==> src/hw/rtl/rau_pkg.sv <==
`timescale 1ns / 1ps
// ----------------------------------------------------------------------------
// rau_pkg
// Shared types and constants of the rational arithmetic unit: operation
// codes, controller states, datapath commands and status.
// ----------------------------------------------------------------------------
package rau_pkg;

    localparam int OPERAND_WIDTH = 32;
    localparam int FIELD_W       = 32;
    localparam int WORK_W        = 64;
    localparam int CNT_W         = 6;
    localparam int KIND_W        = 3;

    // Operation codes carried on tuser.
    localparam logic [KIND_W-1:0] KIND_NORM = 3'd0;
    localparam logic [KIND_W-1:0] KIND_ADD  = 3'd1;
    localparam logic [KIND_W-1:0] KIND_MUL  = 3'd2;
    localparam logic [KIND_W-1:0] KIND_NEG  = 3'd3;
    localparam logic [KIND_W-1:0] KIND_INC  = 3'd4;
    localparam logic [KIND_W-1:0] KIND_CMP  = 3'd5;
    localparam logic [KIND_W-1:0] KIND_INT  = 3'd6;

    typedef enum logic [3:0] {
        S_IDLE,
        S_GCD_INIT,
        S_GCD,
        S_DIV,
        S_STD_END,
        S_MUL0,
        S_MUL1,
        S_MUL2,
        S_COMBINE,
        S_OUT
    } state_t;

    // Which fraction the reduction sequence is working on.
    typedef enum logic [1:0] {
        PH_A,
        PH_B,
        PH_R,
        PH_I
    } phase_t;

    typedef enum logic [3:0] {
        CMD_NONE,
        CMD_LOAD,
        CMD_ZERO,
        CMD_GCD_INIT,
        CMD_GCD_STEP,
        CMD_DIV_INIT,
        CMD_DIV_STEP,
        CMD_STORE_A,
        CMD_STORE_B,
        CMD_MUL0,
        CMD_MUL1,
        CMD_MUL2,
        CMD_COMBINE,
        CMD_OUT
    } cmd_t;

    typedef struct packed {
        logic [KIND_W-1:0] kind;
        logic              zero;
        logic              gcd_eq;
        logic              div_last;
    } status_t;

endpackage

==> src/hw/rtl/rau_ctrl.sv <==
`timescale 1ns / 1ps
// ----------------------------------------------------------------------------
// rau_ctrl
// Controller: sequences operand reduction, the operation and, where the kind
// needs it, result reduction or division; it owns the stream handshakes.
// ----------------------------------------------------------------------------
module rau_ctrl (
    input  logic             clk,
    input  logic             rst_n,
    input  logic             in_valid,
    output logic             in_ready,
    output logic             out_valid,
    input  logic             out_ready,
    output rau_pkg::cmd_t    cmd,
    input  rau_pkg::status_t status
);

    rau_pkg::state_t state_reg, state_next;
    rau_pkg::phase_t phase_reg, phase_next;
    logic            ovalid_reg, ovalid_next;
    logic            out_free;

    assign out_free = !ovalid_reg || out_ready;

    // Next state.
    always_comb
    begin
        state_next = state_reg;
        phase_next = phase_reg;
        case (state_reg)
            rau_pkg::S_IDLE:
                if (in_valid)
                begin
                    state_next = rau_pkg::S_GCD_INIT;
                    phase_next = rau_pkg::PH_A;
                end
            rau_pkg::S_GCD_INIT:
                state_next = status.zero ? rau_pkg::S_STD_END : rau_pkg::S_GCD;
            rau_pkg::S_GCD:
                if (status.gcd_eq)
                    state_next = rau_pkg::S_DIV;
            rau_pkg::S_DIV:
                if (status.div_last)
                    state_next = rau_pkg::S_STD_END;
            rau_pkg::S_STD_END:
                case (phase_reg)
                    rau_pkg::PH_A:
                    begin
                        state_next = rau_pkg::S_GCD_INIT;
                        phase_next = rau_pkg::PH_B;
                    end
                    rau_pkg::PH_B: state_next = rau_pkg::S_MUL0;
                    default:       state_next = rau_pkg::S_OUT;
                endcase
            rau_pkg::S_MUL0: state_next = rau_pkg::S_MUL1;
            rau_pkg::S_MUL1: state_next = rau_pkg::S_MUL2;
            rau_pkg::S_MUL2: state_next = rau_pkg::S_COMBINE;
            rau_pkg::S_COMBINE:
                if (status.kind == rau_pkg::KIND_INT)
                begin
                    state_next = rau_pkg::S_DIV;
                    phase_next = rau_pkg::PH_I;
                end
                else if (status.kind == rau_pkg::KIND_CMP || status.kind > rau_pkg::KIND_INT)
                    state_next = rau_pkg::S_OUT;
                else
                begin
                    state_next = rau_pkg::S_GCD_INIT;
                    phase_next = rau_pkg::PH_R;
                end
            rau_pkg::S_OUT:
                if (out_free)
                    state_next = rau_pkg::S_IDLE;
            default: state_next = rau_pkg::S_IDLE;
        endcase
    end

    // Commands to the datapath and handshake outputs.
    always_comb
    begin
        cmd      = rau_pkg::CMD_NONE;
        in_ready = 1'b0;
        case (state_reg)
            rau_pkg::S_IDLE:
            begin
                in_ready = 1'b1;
                if (in_valid)
                    cmd = rau_pkg::CMD_LOAD;
            end
            rau_pkg::S_GCD_INIT:
                cmd = status.zero ? rau_pkg::CMD_ZERO : rau_pkg::CMD_GCD_INIT;
            rau_pkg::S_GCD:
                cmd = status.gcd_eq ? rau_pkg::CMD_DIV_INIT : rau_pkg::CMD_GCD_STEP;
            rau_pkg::S_DIV:
                cmd = rau_pkg::CMD_DIV_STEP;
            rau_pkg::S_STD_END:
                case (phase_reg)
                    rau_pkg::PH_A: cmd = rau_pkg::CMD_STORE_A;
                    rau_pkg::PH_B: cmd = rau_pkg::CMD_STORE_B;
                    default:       cmd = rau_pkg::CMD_NONE;
                endcase
            rau_pkg::S_MUL0:    cmd = rau_pkg::CMD_MUL0;
            rau_pkg::S_MUL1:    cmd = rau_pkg::CMD_MUL1;
            rau_pkg::S_MUL2:    cmd = rau_pkg::CMD_MUL2;
            rau_pkg::S_COMBINE: cmd = rau_pkg::CMD_COMBINE;
            rau_pkg::S_OUT:
                if (out_free)
                    cmd = rau_pkg::CMD_OUT;
            default: cmd = rau_pkg::CMD_NONE;
        endcase
    end

    // Output valid flag: set when a result is loaded, cleared when taken.
    always_comb
    begin
        if (cmd == rau_pkg::CMD_OUT)
            ovalid_next = 1'b1;
        else if (out_ready)
            ovalid_next = 1'b0;
        else
            ovalid_next = ovalid_reg;
    end

    always_ff @(posedge clk or negedge rst_n)
    begin
        if (!rst_n)
        begin
            state_reg  <= rau_pkg::S_IDLE;
            phase_reg  <= rau_pkg::PH_A;
            ovalid_reg <= 1'b0;
        end
        else
        begin
            state_reg  <= state_next;
            phase_reg  <= phase_next;
            ovalid_reg <= ovalid_next;
        end
    end

    assign out_valid = ovalid_reg;

    // An accepted item blocks further input on the next cycle.
    a_one_item: assert property (@(posedge clk) disable iff (!rst_n)
        (in_valid && in_ready) |=> !in_ready)
        else $error("second item accepted while busy");

    // A result is never loaded over one that is still waiting.
    a_no_overwrite: assert property (@(posedge clk) disable iff (!rst_n)
        (cmd == rau_pkg::CMD_OUT) |-> (!ovalid_reg || out_ready))
        else $error("pending result overwritten");

endmodule

==> config.mk <==
export PLATFORM = sky130hd
export DESIGN_NAME = rau_ctrl
export DESIGN_NICKNAME = d
export VERILOG_FILES = /design/src/hw/rtl/rau_pkg.sv /design/src/hw/rtl/rau_ctrl.sv
export SDC_FILE = /design/constraint.sdc
export NUM_CORES = 1
export LEC_CHECK = 0
export BUFFER_PORTS_ARGS = -buffer_cell sky130_fd_sc_hd__buf_2
export CORE_UTILIZATION = 40
export CTS_BUF_LIST = sky130_fd_sc_hd__clkbuf_4 sky130_fd_sc_hd__clkbuf_8 sky130_fd_sc_hd__clkbuf_16
export DETAILED_ROUTE_END_ITERATION = 8
export PLACE_DENSITY_LB_ADDON = 0.25
export SYNTH_ARGS = -nofsm -noshare
export SYNTH_HDL_FRONTEND = slang
export SYNTH_SLANG_ARGS = --single-unit
==> constraint.sdc <==
create_clock -name clk -period 1.6 [get_ports clk]
set_input_delay 0.16 -clock clk [delete_from_list [all_inputs] [get_ports clk]]
set_output_delay 0.16 -clock clk [all_outputs]
set_load 0.02 [all_outputs]
==> results.py, run 1 <==
metrics = {
    "outcome": {
        "status": "complete, but fails checks",
        "violations": "negative setup slack",
    },
    "worst_setup_path": {
        "r2r-end": "phase_reg[0]",
        "slowest_delay_ns": 0.46,
        "reg2reg_depth": 6,
        "worstPathRequired_ns": 1.44,
        "worst_path_max_delay_cell": "or4_4",
        "critical_path_peak_fanout": 4,
        "cp-startpoint": "state_reg[1]",
        "crit_end": "cmd[0]",
        "crit_path_end_kind": "output port",
        "path_cells": "or2_4 -> or4_4 -> nand3_2 -> a21o_1 -> buf_6",
        "r2r_slack_ns": -0.10,
        "crit_arrival_ns": 1.68,
        "crit_type": "register to output port",
        "r2r-start": "state_reg[1]",
        "worst_path_dominant_cell_family": "simple AND/OR/NAND/NOR gates",
        "cp_num_buf_inv": 1,
        "cp-start-kind": "register",
        "worst-path-stages": 5,
    },
    "detailed_routing": {
        "drc": 0,
        "routed-via-count": 660,
        "routed_wl_mm": 1.74,
        "dr.first_iter.drc_count": 20,
        "detail_route.wl_per_cell_um": 15.0,
        "vias_per_cell": 5.69,
        "firstDrtPassIters": 4,
        "ant_nets": 0,
    },
    "clock_network": {
        "cts_root_buf": "clkbuf_4",
        "clk_path_buf_depth": 2,
        "cts_tree": "built",
        "clk_pin_slew_ns": 0.05,
        "numClockSinks": 7,
        "clk_latency_ns": 0.25,
        "numCtsBuffers": 3,
        "htree_levels": 1,
    },
    "floorplanning": {
        "die-area_sq_mm": 0.00167,
        "initial_core_util": 0.448,
        "fp.dieW_um": 40.9,
        "top_level_ports": 16,
        "die_h_um": 40.9,
        "num_rows": 13,
        "core_sq_mm": 0.00135,
    },
    "power": {
        "clockPowerShare": 0.098,
        "leakagePower_nw": 0.423,
        "power_density_mw_per_mm2": 2120,
        "p_comb_frac": 0.725,
        "vdd_ir_drop_max_v": 0.00133,
        "p_total_mw": 1.84,
        "p_int_mw": 1.01,
        "p_seq_frac": 0.177,
        "power_switching_mw": 0.830,
        "swShare": 0.451,
    },
    "synth": {
        "ys_seq_area_frac": 0.290,
        "yosys.cell_types.count": 38,
        "synth.cell_area_sq_um": 604,
        "syn_inst": 74,
        "yosysWarnings": 0,
        "synth.avg_cell_area_sq_um": 8.17,
        "synth_fp_nets": 84,
        "ys_ff_latch": 7,
    },
    "sta": {
        "fin_setup_tns_ns": -0.660,
        "rsz0062_at_grt": "true",
        "hold_violations": 0,
        "clock_skew_ns": 0.00544,
        "finalCritPeriodShare": 1.15,
        "setup_viol": 4,
        "fin_crit_ns": 1.84,
        "fmax_mhz": 543,
        "finalMaxSlewViolations": 0,
        "relSlewSlack": 0.781,
        "layout_setup_ws_ns": -0.242,
        "worst_pin_slew_ns": 0.325,
    },
    "grt": {
        "grt_overflow": 0,
        "antenna_found_initial": 0,
        "grt_first_pass_wirelength_mm": 2.39,
        "first_global_vias": 581,
        "track_usage": 0.225,
        "grt_max_degree": 17,
    },
    "place": {
        "placed_cells": 107,
        "gp_congestion": 0.863,
        "portBuffers": 15,
        "dp_hpwl_mm": 1.20,
        "dp_slack_ns": 0.0316,
    },
    "final_layout": {
        "syn2layout_area_growth_pct": 43.3,
        "layoutNonFillerInstCount": 116,
        "drive_gt1_frac": 0.396,
        "num-nets-final": 112,
        "largest_reg_flops": 4,
        "nFillCells": 121,
        "diodes": 0,
    },
    "worst_hold_path": {
        "hold_class": "input port to async pin",
    },
    "run": {
        "drv_cap": 0,
    },
}
==> synthesized netlist by cell type <==
cell      number  area share
o21ai_1        1      0.0083
nor2b_1        5       0.052
nand2b_1       2       0.021
buf_2          1      0.0083
buf_6          1       0.019
mux2_1         1       0.019
o311ai_0       1       0.014
o21a_1         1       0.012
nand2_1        6       0.037
a21o_1         3       0.037
o21ai_0        8       0.066
o32ai_1        1       0.014
o22a_1         1       0.014
a22o_1         1       0.014
o31a_1         1       0.014
nor4_1         1       0.010
nor3_1         1      0.0083
nor3b_1        1       0.012
a21boi_0       1       0.012
mux2_2         1       0.019
or2_4          1       0.014
nor2_1         4       0.025
a31oi_1        1       0.010
and2_1         1       0.010
a311oi_2       1       0.025
a22oi_1        1       0.012
nand3b_1       1       0.012
o211ai_1       1       0.012
a32oi_1        1       0.014
dfrtp_1        7        0.29
inv_1          4       0.025
nand4b_1       1       0.014
clkbuf_1       3       0.019
mux2i_1        2       0.033
or4_4          1       0.019
nand3_1        2       0.017
a21oi_1        2       0.017
nand3_2        1       0.017
==> cell usage in the layout, fill, tap and decap left out, types with 2 or more instances in the layout <==
cell | synthesis | routed
mux2i_1 | 2 | 2
nor2b_1 | 5 | 5
inv_1 | 4 | 4
buf_6 | 1 | 6
buf_2 | 1 | 12
nand3_1 | 2 | 2
dfrtp_1 | 7 | 6
clkbuf_4 | 0 | 4
o21ai_1 | 1 | 2
buf_4 | 0 | 9
a21oi_1 | 2 | 2
o21ai_0 | 8 | 6
nor2_1 | 4 | 4
a21o_1 | 3 | 3
nand2_1 | 6 | 6
==> worst min path at each step <==
| stage | slack (ns) | endpoint | cells after the start |
|---|---|---|---|
| after floorplan | -0.14 | out_valid | 0 |
| after global placement | 0.003 | state_reg[1] | 1 |
| after detailed placement | 0.003 | state_reg[1] | 1 |
| after CTS | 0.26 | state_reg[3] | 3 |
| after global routing | 0.27 | state_reg[1] | 3 |
| final | 0.28 | state_reg[3] | 2 |
==> power by group through the flow <==
stage / logic (mW) / registers [mW] / clock network (mW)
global route: 1.43 / 0.334 / 0.198
CTS: 1.18 / 0.323 / 0.187
detailed placement: 1.06 / 0.317 / 0
floorplan: 0.745 / 0.320 / 0
finish: 1.33 / 0.326 / 0.179
global placement: 1.04 / 0.307 / 0
==> area by class of cell <==
type / instances / area, sq um / area share
clock buffers: 4 / 30.0 / 0.0347
inverters: 4 / 15.0 / 0.0173
multi-input cells: 58 / 420 / 0.486
flip-flops and latches: 7 / 176 / 0.204
well taps: 15 / 18.8 / 0.0217
repair buffers: 28 / 205 / 0.237
==> stage by stage <==
step | utilization | instance area [sq um] | hold WS (ns)
CTS | 0.601 | 811 | 0.264
detailed placement | 0.541 | 731 | 0.00326
global route | 0.641 | 866 | 0.267
global placement | 0.541 | 731 | 0.00290
floorplan | - | 604 | -0.136
finish | 0.641 | 866 | 0.277
==> layer usage <==
metal | vias up | wire, um | GRT usage
li1 | 327 | - | -
met1 | 302 | 715 | 0.258
met2 | 31 | 884 | 0.391
met3 | 0 | 134 | 0.0815
met4 | 0 | 0 | 0.0500
met5 | - | 0 | 0
==> cells by family (layout without fill, tap and decap cells) <==
family          Yosys count  after routing  synth area share
buf+inv                   9             36            0.0704
compound gates           26             26             0.300
simple gates             28             28             0.269
flops                     7              7             0.290
mux                       4              4            0.0704
==> repair_timing <==
action | CTS | global route
gates resized for setup | 9 | 6
hold endpoints to repair | 7 | 0
setup endpoints to repair | 4 | 6
hold buffers | 1 | 0
buffers inserted | 1 | 3
pin swaps | 0 | 1
Note: power is estimated with default switching activity, not from simulation.
==> run 2: changes to the inputs <==
--- a/config.mk
+++ b/config.mk
@@ -9,6 +9,7 @@
 export CORE_UTILIZATION = 40
 export CTS_BUF_LIST = sky130_fd_sc_hd__clkbuf_4 sky130_fd_sc_hd__clkbuf_8 sky130_fd_sc_hd__clkbuf_16
 export DETAILED_ROUTE_END_ITERATION = 8
+export GPL_TIMING_DRIVEN = 0
 export PLACE_DENSITY_LB_ADDON = 0.25
 export SYNTH_ARGS = -nofsm -noshare
 export SYNTH_HDL_FRONTEND = slang
==> run 2 against run 1 <==
Against the previous run: the run still ends with negative setup slack left; worst hold slack worse by 0.040 ns; clock skew down 0.0023 ns; sequential power up 7.1%; via count up 3.2%; clock power about the same; global-route usage down 0.28 points; critical path depth unchanged; sequential cell count unchanged; utilization up 1.0 points; critical endpoint unchanged; largest cell class unchanged.
==> results.py, run 2 (synthesized netlist as in run 1, its figures left out) <==
metrics = {
    "clock_network": {
        "cts_tree": "built",
        "cts_root_buf": "clkbuf_4",
        "clk_latency_ns": 0.26,
        "htree_levels": 1,
        "numCtsBuffers": 3,
        "numClockSinks": 7,
        "clk_path_buf_depth": 2,
        "clk_pin_slew_ns": 0.05,
    },
    "detailed_routing": {
        "drc": 0,
        "ant_nets": 0,
        "detail_route.wl_per_cell_um": 15.1,
        "dr.first_iter.drc_count": 22,
        "firstDrtPassIters": 5,
        "routed-via-count": 681,
        "vias_per_cell": 5.87,
        "routed_wl_mm": 1.76,
    },
    "sta": {
        "fmax_mhz": 542,
        "rsz0062_at_grt": "true",
        "relSlewSlack": 0.712,
        "setup_viol": 5,
        "fin_crit_ns": 1.85,
        "fin_setup_tns_ns": -0.727,
        "finalCritPeriodShare": 1.15,
        "holdWs_ns": 0.237,
        "layout_setup_ws_ns": -0.246,
        "clock_skew_ns": 0.00312,
        "worst_pin_slew_ns": 0.433,
        "hold_violations": 0,
        "finalMaxSlewViolations": 0,
    },
    "worst_setup_path": {
        "crit_arrival_ns": 1.69,
        "crit_type": "register to output port",
        "critical_path_peak_fanout": 4,
        "worstPathRequired_ns": 1.44,
        "reg2reg_depth": 5,
        "r2r_slack_ns": -0.04,
        "crit_path_end_kind": "output port",
        "r2r-start": "state_reg[3]",
        "cp-start-kind": "register",
        "r2r-end": "phase_reg[0]",
    },
    "floorplanning": {
        "initial_core_util": 0.448,
        "core_sq_mm": 0.00135,
        "die_h_um": 40.9,
        "num_rows": 13,
        "fp.dieW_um": 40.9,
        "die-area_sq_mm": 0.00167,
        "top_level_ports": 16,
    },
    "power": {
        "vdd_ir_drop_max_v": 0.00134,
        "p_total_mw": 1.88,
        "leakagePower_nw": 0.422,
        "power_density_mw_per_mm2": 2140,
    },
    "worst_hold_path": {
        "hold_class": "input port to register",
        "hold_path_startpoint": "status[4]",
        "whs_path_depth": 3,
        "hold_path_end": "state_reg[1]",
    },
    "place": {
        "placed_area_sq_um": 698,
        "portBuffers": 15,
        "placed_cells": 104,
        "dp_hpwl_mm": 1.16,
        "gp_congestion": 0.847,
    },
    "outcome": {
        "violations": "negative setup slack",
        "status": "complete, but fails checks",
    },
    "grt": {
        "first_global_vias": 555,
        "grt_first_pass_wirelength_mm": 2.37,
        "antenna_found_initial": 0,
        "grt_overflow": 0,
        "track_usage": 0.222,
        "grt_max_degree": 11,
    },
    "final_layout": {
        "diodes": 0,
        "largest_reg_flops": 4,
        "stdcell_area_sq_um": 880,
        "layoutNonFillerInstCount": 116,
        "syn2layout_area_growth_pct": 45.5,
        "drive_gt1_frac": 0.416,
        "layout_commonest_cell": "buf_2",
        "nFillCells": 133,
        "layout_common_cells": "11 x buf_2, 9 x buf_4, 6 x nand2_1, 5 x o21ai_0",
        "num-nets-final": 112,
    },
    "run": {
        "drv_cap": 0,
    },
}
==> run 2: how the worst max path moves through the flow <==
stage	slack [ns]	endpoint	from
finish	-0.25	cmd[0]	state_reg[1]
global route	-0.28	cmd[0]	state_reg[1]
CTS	-0.34	cmd[0]	state_reg[0]
detailed placement	-0.1	cmd[0]	state_reg[0]
global placement	-0.08	cmd[0]	state_reg[0]
floorplan	0.02	cmd[0]	state_reg[0]
==> run 2: final cells by class <==
| cell class | instances | area [sq um] | area share |
|---|---|---|---|
| multi-input combinational | 58 | 427 | 0.485 |
| sequential | 7 | 179 | 0.203 |
| timing repair buffer | 24 | 170 | 0.193 |
| buffer | 4 | 40.0 | 0.0455 |
| clock buffer | 4 | 30.0 | 0.0341 |
| tap | 15 | 18.8 | 0.0213 |
| inverter | 4 | 15.0 | 0.0171 |
==> run 2: power breakdown <==
group	internal, mW	switching (mW)	total, mW	leakage [nW]
clock	0.112	0.0685	0.181	0.0184
combinational	0.669	0.685	1.35	0.320
sequential	0.255	0.0940	0.349	0.0842
==> run 2: through the flow <==
step,utilization,worst slack (ns)
after global placement,0.517,-0.0813
after floorplan,-,0.0213
final,0.652,-0.246
after CTS,0.622,-0.338
after detailed placement,0.517,-0.0970
after global routing,0.652,-0.281
==> run 2: repair_timing <==
item / CTS / global route
resized for setup: 18 / 9
buffers inserted: 5 / 3
pin swaps: 5 / 8
endpoints found under the hold margin: 7 / 0
endpoints found under the setup margin: 6 / 7
hold buffers: 1 / 0
==> run 2: layer usage <==
metal	vias to the layer above	global-route usage	share of wire
li1	328	-	-
met1	317	0.276	0.45
met2	32	0.363	0.48
met3	4	0.0815	0.058
met4	0	0.0417	0.0097
met5	-	0	0
==> run 2: worst max-delay path, stage by stage (launching register included) <==
cell	delay, ns
dfrtp_2	0.41
or2_4	0.26
or4_4	0.46
nand3_2	0.09
a21o_1	0.10
buf_6	0.11
